$ cat src/hdl/mts_pkg.sv
// ---------------------------------------------------------------------------
// mts_pkg
// shared types and constants for the markup tag stripper
// ---------------------------------------------------------------------------
`default_nettype none

package mts_pkg;

    localparam int TAG_LIMIT   = 64;
    localparam int STORE_DEPTH = TAG_LIMIT - 1;
    localparam int CNT_W       = $clog2(TAG_LIMIT);
    localparam int QUEUE_DEPTH = 2;

    localparam logic [7:0] OPEN_CH  = 8'h3C;
    localparam logic [7:0] CLOSE_CH = 8'h3E;

    localparam logic CMD_TEXT = 1'b0;
    localparam logic CMD_END  = 1'b1;

    typedef enum logic [1:0] {
        MODE_OUTSIDE,
        MODE_HOLDING,
        MODE_PASSING
    } scan_mode_t;

    // what follows the held bytes of a job
    typedef enum logic [1:0] {
        TAIL_BYTE,
        TAIL_NONE,
        TAIL_EMPTY
    } tail_kind_t;

    typedef struct packed {
        tail_kind_t       tail;
        logic [CNT_W-1:0] cnt;
        logic [7:0]       tail_byte;
    } job_t;

    typedef struct packed {
        logic             en;
        logic [CNT_W-1:0] addr;
        logic [7:0]       data;
    } store_wr_t;

    typedef enum logic [1:0] {
        BACK_IDLE,
        BACK_FLUSH,
        BACK_TAIL
    } back_state_t;

endpackage

`default_nettype wire

$ cat src/hdl/mts_front.sv
// ---------------------------------------------------------------------------
// mts_front
// accepts words, tracks tag state, writes held bytes and issues jobs
// ---------------------------------------------------------------------------
`default_nettype none

module mts_front (
    input  wire logic             clk,
    input  wire logic             rst_n,
    input  wire logic             item_valid,
    output logic                  item_stall,
    input  wire logic             command,
    input  wire logic [7:0]       data_byte,
    input  wire logic             queue_full,
    input  wire logic             flush_end,
    output logic                  push,
    output mts_pkg::job_t         push_job,
    output mts_pkg::store_wr_t    store_wr
);

    mts_pkg::scan_mode_t           mode_reg, mode_next;
    logic [mts_pkg::CNT_W-1:0]     count_reg, count_next;
    logic                          pending_reg, pending_next;
    logic                          accept;

    assign item_stall = queue_full || pending_reg;
    assign accept     = item_valid && !item_stall;

    always_ff @(posedge clk or negedge rst_n)
    begin
        if (!rst_n)
        begin
            mode_reg    <= mts_pkg::MODE_OUTSIDE;
            count_reg   <= '0;
            pending_reg <= 1'b0;
        end
        else
        begin
            mode_reg    <= mode_next;
            count_reg   <= count_next;
            pending_reg <= pending_next;
        end
    end

    always_comb
    begin
        mode_next          = mode_reg;
        count_next         = count_reg;
        pending_next       = pending_reg && !flush_end;
        push               = 1'b0;
        push_job.tail      = mts_pkg::TAIL_BYTE;
        push_job.cnt       = '0;
        push_job.tail_byte = data_byte;
        store_wr.en        = 1'b0;
        store_wr.addr      = count_reg;
        store_wr.data      = data_byte;

        if (accept)
        begin
            if (command == mts_pkg::CMD_END)
            begin
                push          = 1'b1;
                push_job.cnt  = count_reg;
                push_job.tail = (count_reg == '0) ? mts_pkg::TAIL_EMPTY
                                                  : mts_pkg::TAIL_NONE;
                pending_next  = (count_reg != '0);
                mode_next     = mts_pkg::MODE_OUTSIDE;
                count_next    = '0;
            end
            else
            begin
                unique case (mode_reg)
                    mts_pkg::MODE_HOLDING:
                    begin
                        if (count_reg < mts_pkg::CNT_W'(mts_pkg::STORE_DEPTH))
                        begin
                            if (data_byte == mts_pkg::CLOSE_CH)
                            begin
                                count_next = '0;
                                mode_next  = mts_pkg::MODE_OUTSIDE;
                            end
                            else
                            begin
                                store_wr.en = 1'b1;
                                count_next  = count_reg + 1'b1;
                            end
                        end
                        else
                        begin
                            // tag hit the limit: flush it and pass until '>'
                            push         = 1'b1;
                            push_job.cnt = count_reg;
                            pending_next = 1'b1;
                            count_next   = '0;
                            mode_next    = (data_byte == mts_pkg::CLOSE_CH)
                                         ? mts_pkg::MODE_OUTSIDE
                                         : mts_pkg::MODE_PASSING;
                        end
                    end
                    mts_pkg::MODE_PASSING:
                    begin
                        push = 1'b1;
                        if (data_byte == mts_pkg::CLOSE_CH)
                        begin
                            mode_next = mts_pkg::MODE_OUTSIDE;
                        end
                    end
                    default:
                    begin
                        mode_next = mts_pkg::MODE_OUTSIDE;
                        if (data_byte == mts_pkg::OPEN_CH)
                        begin
                            store_wr.en   = 1'b1;
                            store_wr.addr = '0;
                            count_next    = mts_pkg::CNT_W'(1);
                            mode_next     = mts_pkg::MODE_HOLDING;
                        end
                        else
                        begin
                            push = 1'b1;
                        end
                    end
                endcase
            end
        end
    end

    property p_no_accept_while_flushing;
        @(posedge clk) disable iff (!rst_n)
        pending_reg |-> !accept;
    endproperty
    a_no_accept_while_flushing: assert property (p_no_accept_while_flushing)
        else $error("word taken while a flush is outstanding");

    property p_count_bound;
        @(posedge clk) disable iff (!rst_n)
        count_reg <= mts_pkg::CNT_W'(mts_pkg::STORE_DEPTH);
    endproperty
    a_count_bound: assert property (p_count_bound)
        else $error("held count beyond store depth");

    property p_idle_outside;
        @(posedge clk) disable iff (!rst_n)
        (mode_reg == mts_pkg::MODE_OUTSIDE) |-> (count_reg == '0);
    endproperty
    a_idle_outside: assert property (p_idle_outside)
        else $error("bytes held outside a tag");

endmodule

`default_nettype wire

$ cat src/hdl/mts_queue.sv
// ---------------------------------------------------------------------------
// mts_queue
// short job queue between front and back
// ---------------------------------------------------------------------------
`default_nettype none

module mts_queue (
    input  wire logic          clk,
    input  wire logic          rst_n,
    input  wire logic          push,
    input  wire mts_pkg::job_t push_job,
    output logic               full,
    output logic               head_valid,
    output mts_pkg::job_t      head_job,
    input  wire logic          pop
);

    localparam int PTR_W = $clog2(mts_pkg::QUEUE_DEPTH);
    localparam int LVL_W = $clog2(mts_pkg::QUEUE_DEPTH + 1);

    mts_pkg::job_t       slot_reg [0:mts_pkg::QUEUE_DEPTH-1];
    logic [PTR_W-1:0]    wr_ptr_reg, rd_ptr_reg;
    logic [LVL_W-1:0]    level_reg;

    assign full       = (level_reg == LVL_W'(mts_pkg::QUEUE_DEPTH));
    assign head_valid = (level_reg != '0);
    assign head_job   = slot_reg[rd_ptr_reg];

    always_ff @(posedge clk)
    begin
        if (push)
        begin
            slot_reg[wr_ptr_reg] <= push_job;
        end
    end

    always_ff @(posedge clk or negedge rst_n)
    begin
        if (!rst_n)
        begin
            wr_ptr_reg <= '0;
            rd_ptr_reg <= '0;
            level_reg  <= '0;
        end
        else
        begin
            if (push)
            begin
                wr_ptr_reg <= (wr_ptr_reg == PTR_W'(mts_pkg::QUEUE_DEPTH - 1))
                            ? '0 : wr_ptr_reg + 1'b1;
            end
            if (pop)
            begin
                rd_ptr_reg <= (rd_ptr_reg == PTR_W'(mts_pkg::QUEUE_DEPTH - 1))
                            ? '0 : rd_ptr_reg + 1'b1;
            end
            if (push && !pop)
            begin
                level_reg <= level_reg + 1'b1;
            end
            else if (pop && !push)
            begin
                level_reg <= level_reg - 1'b1;
            end
        end
    end

endmodule

`default_nettype wire

$ cat src/hdl/mts_back.sv
// ---------------------------------------------------------------------------
// mts_back
// holds the tag store and turns jobs into result words
// ---------------------------------------------------------------------------
`default_nettype none

module mts_back (
    input  wire logic                clk,
    input  wire logic                rst_n,
    input  wire mts_pkg::store_wr_t  store_wr,
    input  wire logic                head_valid,
    input  wire mts_pkg::job_t       head_job,
    output logic                     pop,
    output logic                     flush_end,
    output logic                     result_valid,
    input  wire logic                result_stall,
    output logic [7:0]               out_byte,
    output logic                     byte_valid,
    output logic                     run_last,
    output logic                     text_done
);

    logic [7:0]                tag_mem [0:mts_pkg::STORE_DEPTH-1];
    logic [7:0]                rd_data_reg;
    logic                      rd_en;
    logic [mts_pkg::CNT_W-1:0] rd_addr;

    mts_pkg::back_state_t      state_reg, state_next;
    mts_pkg::job_t             job_reg, job_next;
    logic [mts_pkg::CNT_W-1:0] idx_reg, idx_next;

    logic                      valid_reg, valid_next;
    logic [7:0]                byte_reg, byte_next;
    logic                      bvalid_reg, bvalid_next;
    logic                      last_reg, last_next;
    logic                      done_reg, done_next;
    logic                      slot_free;
    logic                      at_last_held;

    assign result_valid = valid_reg;
    assign out_byte     = byte_reg;
    assign byte_valid   = bvalid_reg;
    assign run_last     = last_reg;
    assign text_done    = done_reg;

    assign slot_free    = !valid_reg || !result_stall;
    assign at_last_held = (idx_reg == job_reg.cnt - 1'b1);

    always_ff @(posedge clk)
    begin
        if (store_wr.en)
        begin
            tag_mem[store_wr.addr] <= store_wr.data;
        end
        if (rd_en)
        begin
            rd_data_reg <= tag_mem[rd_addr];
        end
    end

    always_ff @(posedge clk or negedge rst_n)
    begin
        if (!rst_n)
        begin
            state_reg <= mts_pkg::BACK_IDLE;
            valid_reg <= 1'b0;
        end
        else
        begin
            state_reg <= state_next;
            valid_reg <= valid_next;
        end
    end

    always_ff @(posedge clk)
    begin
        job_reg    <= job_next;
        idx_reg    <= idx_next;
        byte_reg   <= byte_next;
        bvalid_reg <= bvalid_next;
        last_reg   <= last_next;
        done_reg   <= done_next;
    end

    always_comb
    begin
        state_next  = state_reg;
        job_next    = job_reg;
        idx_next    = idx_reg;
        valid_next  = valid_reg && result_stall;
        byte_next   = byte_reg;
        bvalid_next = bvalid_reg;
        last_next   = last_reg;
        done_next   = done_reg;
        pop         = 1'b0;
        flush_end   = 1'b0;
        rd_en       = 1'b0;
        rd_addr     = '0;

        unique case (state_reg)
            mts_pkg::BACK_IDLE:
            begin
                if (head_valid && slot_free)
                begin
                    pop      = 1'b1;
                    job_next = head_job;
                    if (head_job.cnt != '0)
                    begin
                        rd_en      = 1'b1;
                        idx_next   = '0;
                        state_next = mts_pkg::BACK_FLUSH;
                    end
                    else
                    begin
                        valid_next  = 1'b1;
                        bvalid_next = (head_job.tail == mts_pkg::TAIL_BYTE);
                        byte_next   = (head_job.tail == mts_pkg::TAIL_BYTE)
                                    ? head_job.tail_byte : 8'h00;
                        last_next   = 1'b1;
                        done_next   = (head_job.tail == mts_pkg::TAIL_EMPTY);
                    end
                end
            end
            mts_pkg::BACK_FLUSH:
            begin
                if (slot_free)
                begin
                    // the next read is issued on the same edge the word leaves
                    valid_next  = 1'b1;
                    bvalid_next = 1'b1;
                    byte_next   = rd_data_reg;
                    last_next   = at_last_held && (job_reg.tail == mts_pkg::TAIL_NONE);
                    done_next   = at_last_held && (job_reg.tail == mts_pkg::TAIL_NONE);
                    if (at_last_held)
                    begin
                        flush_end  = 1'b1;
                        state_next = (job_reg.tail == mts_pkg::TAIL_BYTE)
                                   ? mts_pkg::BACK_TAIL : mts_pkg::BACK_IDLE;
                    end
                    else
                    begin
                        rd_en    = 1'b1;
                        rd_addr  = idx_reg + 1'b1;
                        idx_next = idx_reg + 1'b1;
                    end
                end
            end
            mts_pkg::BACK_TAIL:
            begin
                if (slot_free)
                begin
                    valid_next  = 1'b1;
                    bvalid_next = 1'b1;
                    byte_next   = job_reg.tail_byte;
                    last_next   = 1'b1;
                    done_next   = 1'b0;
                    state_next  = mts_pkg::BACK_IDLE;
                end
            end
            default:
            begin
                state_next = mts_pkg::BACK_IDLE;
            end
        endcase
    end

    property p_done_is_last;
        @(posedge clk) disable iff (!rst_n)
        (result_valid && text_done) |-> run_last;
    endproperty
    a_done_is_last: assert property (p_done_is_last)
        else $error("end marker on a word that is not last");

    property p_empty_word;
        @(posedge clk) disable iff (!rst_n)
        (result_valid && !byte_valid) |-> (text_done && out_byte == 8'h00);
    endproperty
    a_empty_word: assert property (p_empty_word)
        else $error("empty word outside end of text");

    property p_flush_index;
        @(posedge clk) disable iff (!rst_n)
        (state_reg == mts_pkg::BACK_FLUSH) |-> (idx_reg < job_reg.cnt);
    endproperty
    a_flush_index: assert property (p_flush_index)
        else $error("flush index past held count");

endmodule

`default_nettype wire

$ cat src/hdl/markup_tag_stripper_unit.sv
// path: a passed byte goes through the job queue, then the output register
// throughput: one byte per cycle outside tags while item_stall is low; held bytes go to the tag store
// a flush of n held bytes streams from the tag store read port at one per cycle unless stalled;
// the front takes no word from flush issue until the last held byte is read out
// reset: rst_n (async, active low) clears scan state, held count, queue and output valid;
// the tag store is not cleared and needs no clearing pass
`default_nettype none

module markup_tag_stripper_unit (
    input  wire logic       clk,
    input  wire logic       rst_n,
    input  wire logic       item_valid,
    output logic            item_stall,
    input  wire logic       command,
    input  wire logic [7:0] data_byte,
    output logic            result_valid,
    input  wire logic       result_stall,
    output logic [7:0]      out_byte,
    output logic            byte_valid,
    output logic            run_last,
    output logic            text_done
);

    logic                 push;
    mts_pkg::job_t        push_job;
    mts_pkg::store_wr_t   store_wr;
    logic                 queue_full;
    logic                 head_valid;
    mts_pkg::job_t        head_job;
    logic                 pop;
    logic                 flush_end;

    mts_front u_front (
        .clk        (clk),
        .rst_n      (rst_n),
        .item_valid (item_valid),
        .item_stall (item_stall),
        .command    (command),
        .data_byte  (data_byte),
        .queue_full (queue_full),
        .flush_end  (flush_end),
        .push       (push),
        .push_job   (push_job),
        .store_wr   (store_wr)
    );

    mts_queue u_queue (
        .clk        (clk),
        .rst_n      (rst_n),
        .push       (push),
        .push_job   (push_job),
        .full       (queue_full),
        .head_valid (head_valid),
        .head_job   (head_job),
        .pop        (pop)
    );

    mts_back u_back (
        .clk          (clk),
        .rst_n        (rst_n),
        .store_wr     (store_wr),
        .head_valid   (head_valid),
        .head_job     (head_job),
        .pop          (pop),
        .flush_end    (flush_end),
        .result_valid (result_valid),
        .result_stall (result_stall),
        .out_byte     (out_byte),
        .byte_valid   (byte_valid),
        .run_last     (run_last),
        .text_done    (text_done)
    );

endmodule

`default_nettype wire
$ cat config.mk
export PLATFORM = sky130hd
export DESIGN_NAME = markup_tag_stripper_unit
export DESIGN_NICKNAME = d
export VERILOG_FILES = /design/src/hdl/mts_pkg.sv /design/src/hdl/mts_front.sv /design/src/hdl/mts_queue.sv /design/src/hdl/mts_back.sv /design/src/hdl/markup_tag_stripper_unit.sv
export SDC_FILE = /design/constraint.sdc
export NUM_CORES = 1
export LEC_CHECK = 0
export ABC_CLOCK_PERIOD_IN_PS = 4200
export BUFFER_PORTS_ARGS = -buffer_cell sky130_fd_sc_hd__buf_4
export CAP_MARGIN = 20
export CORE_ASPECT_RATIO = 1.2
export CORE_UTILIZATION = 55
export DETAILED_ROUTE_END_ITERATION = 8
export GPL_ROUTABILITY_DRIVEN = 1
export GPL_TIMING_DRIVEN = 0
export PLACE_DENSITY = 0.71
export SETUP_SLACK_MARGIN = 0.5
export SYNTH_ARGS = -nofsm -noshare
export SYNTH_HDL_FRONTEND = slang
export SYNTH_SLANG_ARGS = --single-unit
$ cat constraint.sdc
create_clock -name clk -period 4.2 [get_ports clk]
set_input_delay 0.63 -clock clk [delete_from_list [all_inputs] [get_ports clk]]
set_output_delay 0.63 -clock clk [all_outputs]
set_load 0.02 [all_outputs]
### Yosys cells after proc, flatten, opt, wreduce, memory -nomap -nowiden

Memory sizes are Yosys's and may differ from the RTL's. A register that Yosys moved wholly into a read port is not among the register bits.
Index checks and enable logic that the tools add are counted.

* register bits after elaboration: 49
* bits in writable memories: 536
* bits in latches: 0
* memory bits (read-only): 0
* memories kept: 2
* output and inout bits: 13

* eq/ne operators: 19
* order comparisons: 1
* reduce and logical (&&, ||, !) cells: 35
* bitwise logic cells: 0
* shift operators: 0
* divide/modulo/power cells: 0
* muxes and demuxes: 88
* add/subtract/negate cells: 7
* multiply operators: 0

Memories
* u_back.tag_mem: words 63, width 8, read ports 1, clocked after Yosys merged registers in 1, write ports 1, line mts_back.sv:23 `logic [7:0] tag_mem [0:mts_pkg::STORE_DEPTH-1];`
* u_queue.slot_reg: words 2, width 16, read ports 1, clocked after Yosys merged registers in 0, write ports 1, line mts_queue.sv:21 `mts_pkg::job_t slot_reg [0:mts_pkg::QUEUE_DEPTH-1];`

Operators by type and width (number)
* $mux W6: 15
* $mux W8: 6
* $mux W1: 38
* $mux W2: 14
* $pmux W6 S2: 2
* $pmux W8 S3: 1
* $mux W7: 3
* $eq A8 B6 Y1 const B: 2
* $reduce_and A5 Y1: 3
* $add A6 B1 Y6 const B: 2
* $ne A2 B1 Y1 const B: 6
* $reduce_bool A6 Y1: 2
* $pmux W1 S2: 5
* $eq A2 B2 Y1 const B: 4
* $reduce_bool A2 Y1: 4
* $logic_and A1 B1 Y1: 7
* $eq A2 B1 Y1 const B: 3
* $eq A6 B6 Y1: 1
* $logic_not A1 Y1: 6
* $logic_not A2 Y1: 3
* $logic_not A6 Y1: 1
* $lt A6 B6 Y1 const B: 1
* $ne A2 B2 Y1 const B: 3
* $pmux W1 S3: 2
* 12 further kinds: 16

### Depth between registers and ports, before layout

* word-level depth: 11
* depth in mapped cells: 14
* mapped depth without buffers: 11

### Modules after synthesis

Synthesis repeated with hierarchy kept, for this count alone.

* cell total of the unflattened synthesis: 1735
* area, all modules: 25062.8 um^2

By module, submodules not included
* mts_back: cells an instance 1551, instances 1, sequential area each 16440.8 um^2, area an instance 22721.8 um^2
* mts_queue: cells an instance 66, instances 1, sequential area each 1061.0 um^2, area an instance 1395.1 um^2
* mts_front: cells an instance 118, instances 1, sequential area each 225.2 um^2, area an instance 945.9 um^2

### Worst setup path after synthesis

Ideal clock, no wire load.

* path type: input port to flip-flop
* start point: input data_byte[0]
* end point: memory u_back.tag_mem[47][0], enable pin
* setup slack: 1.155 ns
* arrival time: 2.661 ns
* setup time: 0.383 ns
* buffers on the path: 0
* stages: 7
* cell sequence: nand3b_1 > nor4_1 > nor2b_1 > nand2_1 > a211oi_1 > nand4_1 > nor3_1

* longest elaborated chain between the ends: 8
* elaborated cells between the ends (all ways): 11

Ends and longest elaborated chain
* start, declared: line markup_tag_stripper_unit.sv:15 `input wire logic [7:0] data_byte,`
* $eq A8 B6 Y1: line mts_front.sv:77 `if (data_byte == mts_pkg::CLOSE_CH)`
* $mux W1: line mts_front.sv:77
* $mux W1: line mts_front.sv:75 `if (count_reg < mts_pkg::CNT_W'(mts_pkg::STORE_DEPTH))`
* $pmux W1 S2: line mts_front.sv:72 `unique case (mode_reg)`
* $mux W7 (*): line mts_front.sv:60 `if (command == mts_pkg::CMD_END)`
* $mux W7 (*): line mts_front.sv:58 `if (accept)`
* $mux W1: line mts_back.sv:51 `if (store_wr.en)`
* $mux W1 (implied by the code): line mts_back.sv:53 `tag_mem[store_wr.addr] <= store_wr.data;`
* end, declared: line mts_back.sv:23

Every way passes the cells marked *; elsewhere a longest branch is shown, timed or not.

### Worst setup path in the final report

* start point: register u_back.job_reg[8] in the netlist's numbering
* end point: register u_back.rd_data_reg[4] (read register of u_back.tag_mem) (data pin)

* longest elaborated chain between the ends: 5
* elaborated cells between the ends (all ways): 8

Ends and longest elaborated chain
* start, declared: line mts_back.sv:29 `mts_pkg::job_t job_reg, job_next;`
* start signal, assigned: line mts_back.sv:77 `job_reg <= job_next;`
* $sub A6 B1 Y6 (*): line mts_back.sv:47 `assign at_last_held = (idx_reg == job_reg.cnt - 1'b1);`
* $eq A6 B6 Y1 (*): line mts_back.sv:47
* $mux W1 or $mux W6 (tied branches): line mts_back.sv:134 `if (at_last_held)`
* $mux W1 or $mux W6 (tied branches): line mts_back.sv:126 `if (slot_free)`
* $pmux W1 S2 or $mux W6 (tied branches): line mts_back.sv:100 `unique case (state_reg)`
* end, declared: line mts_back.sv:24 `logic [7:0] rd_data_reg;`

Marked as above.
A chain may end at the register's enable or synchronous reset.

==> metrics <==
status=finished, final reports clean; Final Non-Filler Cells=between 2,000 and 2,500; clock power share=0.260; post-route cell area=approximately 28,000 um^2; WP depth=11; clock tree sinks=593; FF+latch area=17,700 um^2; clk_skew=0.0196 ns; Area growth syn-to-layout=13.6%; CP max stage cell=a222oi_1; CP startpoint kind=flop; cell family with most CP delay=compound AO/OA/AOI/OAI gates; Post-Place Setup Slack=-1.11 ns; proportion of layout cells with a drive suffix above 1=0.167; MaxCap Viol Count=0; minimum clock period=approximately 3.7 ns; gr usage total=0.304; Synth area leaders=edfxtp_1 71%, nand2_1 3.0%, nor2_1 2.6%; fin util=0.633; Buffers & Inverters on Critical Path=3; R2R cell count=11; Cell Chain, Critical Path=inv_1 > ha_1 > xnor2_1 > nor2_2 > o211ai_4 > buf_4 > buf_2 > or3_1 > a222oi_1 > o221ai_2 > a32o_2; Synthesized Nets=1,739; Seq/Total Area, Yosys=0.727; Initial Utilization=0.557; max reg flops=~500; Final Net Count=1,850; Worst Tran Pin Value=around 0.98 ns; initial antenna violation count=0; maximum vdd drop=0.000374 V; Worst setup endpoint=u_back.rd_data_reg[4]$_DFFE_PP_; Worst-path clk slew=roughly 0.060 ns; Max H-tree Level=2; Switching Share=0.368; initial drt markers=2,054; vias per inst=6.63; Antenna Nets Post-Route=0; Seq pwr share=0.384; Detail Placement HPWL=45.1 mm; Syn Area/Cell=14.2 um^2; Synth async-reset ratio=0.0270; Final WS setup=0.464 ns; flop2flop setup slack=roughly 0.46 ns; Layout fillers=3,197; area taken by multi-input logic gates=between 6000 and 7000 um^2; grt ovf=0; GP Congestion=0.995; fmax=268 MHz; final setup violation count=0; Worst Setup Path Type=reg2reg; EDFF count, synth=577; TritonCTS buffer count=55; number of global-route vias before repair=15,300; area leader, netlist=edfxtp_1; FF+latch count, synth=a little under 600; WHS=approximately 0.43 ns; CTS Root Cell=clkbuf_16; crit path from=u_back.job_reg[8]$_DFFE_PP_; Critical R2R Launch=u_back.job_reg[8]$_DFFE_PP_; ys flop type=edfxtp_1; sw power=6.83 mW; final wirelength=68.5 mm; CTS tree=built; crit-path max FO=10; total power=18.6 mW; Final Cycle Share=0.890; Clock Path Buffers=3; reg-to-reg endpoint=u_back.rd_data_reg[4]$_DFFE_PP_; Routed WL per cell=28.2 um; Final Hold Viols=0; Die X=194 um; CP peak stage delay=0.70 ns; Cell Rows=84; Die ar.=45,200 um^2; # diodes=0; drt drc=0; Internal Pwr Total=11.7 mW; Power Density=670 nW/um^2; worst relative slew slack=0.341; CP Capture Type=flop; Core Footprint=43,700 um^2; synthesis warning total=0; RSZ-0062 raised after global routing=true; Critical Path AT=~4 ns; top-area cell type share of the netlist area=0.711; Req. time, crit path=4.55 ns; Vert. Die Dim=233 um; P_leak=between 9 and 10 nW; placed instance count=2,301; Final Slew Violations=0; Fin Setup TNS=0 ns; combinational group share of total power=0.357; I/O pin cnt=26; Post-Synthesis Cell Area=24,400 um^2; Distinct cells, synth=81; Mapped Cells=around 1,700; Port Buffers=25; 1st-pass router iterations=6; first-pass GRT wire length=between 90 and 100 mm; clock latency on the worst-skew pair=0.61 ns; Placed Instance Area=25,300 um^2; HP Class=in2async; vias post-DR=~16,000; largest net degree at the start of global routing=about 70
synth_stat cells, types with 7 or more instances:
master,count
o221ai_1,12
inv_1,19
mux2i_1,50
buf_2,19
a22oi_1,25
or3_1,22
o22ai_1,39
a21oi_1,76
a211o_1,13
o21ai_1,8
mux2_2,16
o211ai_1,10
a222oi_1,19
a211oi_1,16
edfxtp_1,577
o21ai_0,92
and4_1,9
nand2_1,197
dfrtp_1,16
ha_1,11
and2_1,10
buf_1,9
nor3_1,25
o32ai_1,10
a31oi_1,20
nand4_1,9
mux4_2,7
nand3_1,19
nor2_1,172
a22o_1,19
clkbuf_1,51
how the worst min path moves through the flow:
stage	start	endpoint	slack (ns)	depth (start not counted)
2_1_floorplan	rst_n	u_back.result_valid$_DFF_PN0_	0.33	0
3_3_place_gp	u_back.job_reg[14]$_DFFE_PP_	u_back.state_reg[1]$_DFFE_PN0P_	0.45	1
3_5_place_dp	u_back.job_reg[14]$_DFFE_PP_	u_back.state_reg[1]$_DFFE_PN0P_	0.46	1
4_1_cts	rst_n	u_queue.level_reg[1]$_DFFE_PN0P_	0.42	2
6_report	rst_n	u_front.count_reg[4]$_DFFE_PN0P_	0.43	2
5_1_grt	rst_n	u_queue.level_reg[1]$_DFFE_PN0P_	0.45	2
area by class of cell:
cell class / count / share of cell area
inverter: 22 / 0.00298
timing repair buffer: 53 / 0.0156
buffer: 88 / 0.0168
tap: 559 / 0.0253
sequential: 593 / 0.641
clock buffer: 71 / 0.0534
multi-input combinational: 1013 / 0.237
clock inverter: 27 / 0.00827
power by group through the flow:
| stage | Combinational [mW] | Sequential, mW | Clock (mW) |
|---|---|---|---|
| 2_1_floorplan | 3.65 | 7.25 | 0 |
| 3_3_place_gp | 5.96 | 7.22 | 0 |
| 3_5_place_dp | 6.06 | 7.23 | 0 |
| 4_1_cts | 6.26 | 7.11 | 4.83 |
| 5_1_grt | 6.86 | 7.14 | 5.06 |
| 6_report | 6.62 | 7.11 | 4.82 |
per-layer routing:
metal | track usage | vias up | part of all wire | wire length [um]
met1 | 0.378 | 8009 | 0.36 | 24700
met2 | 0.512 | 989 | 0.49 | 33400
met5 | 0 | - | 0 | 0
met4 | 0.171 | 0 | 0.057 | 3890
li1 | - | 6878 | - | -
met3 | 0.0461 | 214 | 0.095 | 6500
cell families after synthesis:
family	synth area share
AO/OA/AOI/OAI	0.116
XOR/XNOR	0.00529
adder cells (fa/ha/maj)	0.00565
buffers and inverters	0.0198
flip-flops	0.727
multiplexers	0.0355
AND/OR/NAND/NOR	0.0906
cells in the final DEF (no fill, tap or decap), drive strengths merged, types with 20 or more instances in the layout:
| cell type | netlist | routed |
|---|---|---|
| a211oi | 20 | 20 |
| mux2i | 52 | 52 |
| nand2 | 197 | 197 |
| edfxtp | 577 | 577 |
| a31oi | 20 | 20 |
| o21ai | 101 | 101 |
| inv | 20 | 20 |
| nor2 | 173 | 174 |
| o22ai | 39 | 39 |
| clkinv | 2 | 24 |
| a21oi | 79 | 79 |
| nor3 | 25 | 25 |
| clkbuf | 51 | 125 |
| a22oi | 25 | 25 |
| buf | 37 | 83 |
| or3 | 22 | 22 |
worst reg2reg max path, stage by stage (launching register included):
cell	delay, ns
edfxtp_1	0.44
inv_1	0.07
ha_1	0.31
xnor2_1	0.14
nor2_2	0.16
o211ai_4	0.16
buf_4	0.24
buf_2	0.21
or3_1	0.38
a222oi_1	0.70
o221ai_2	0.30
a32o_2	0.37
what timing repair did:
action                                  in CTS  in global routing
setup buffers                               13                 10
hold endpoints to repair                    16                  0
gates resized for setup                    102                 65
hold buffers                                 1                  0
endpoints found under the setup margin     488                492
pin swaps                                    8                 12
gates cloned                                 0                  1
Power figures use the tool's default switching activity.
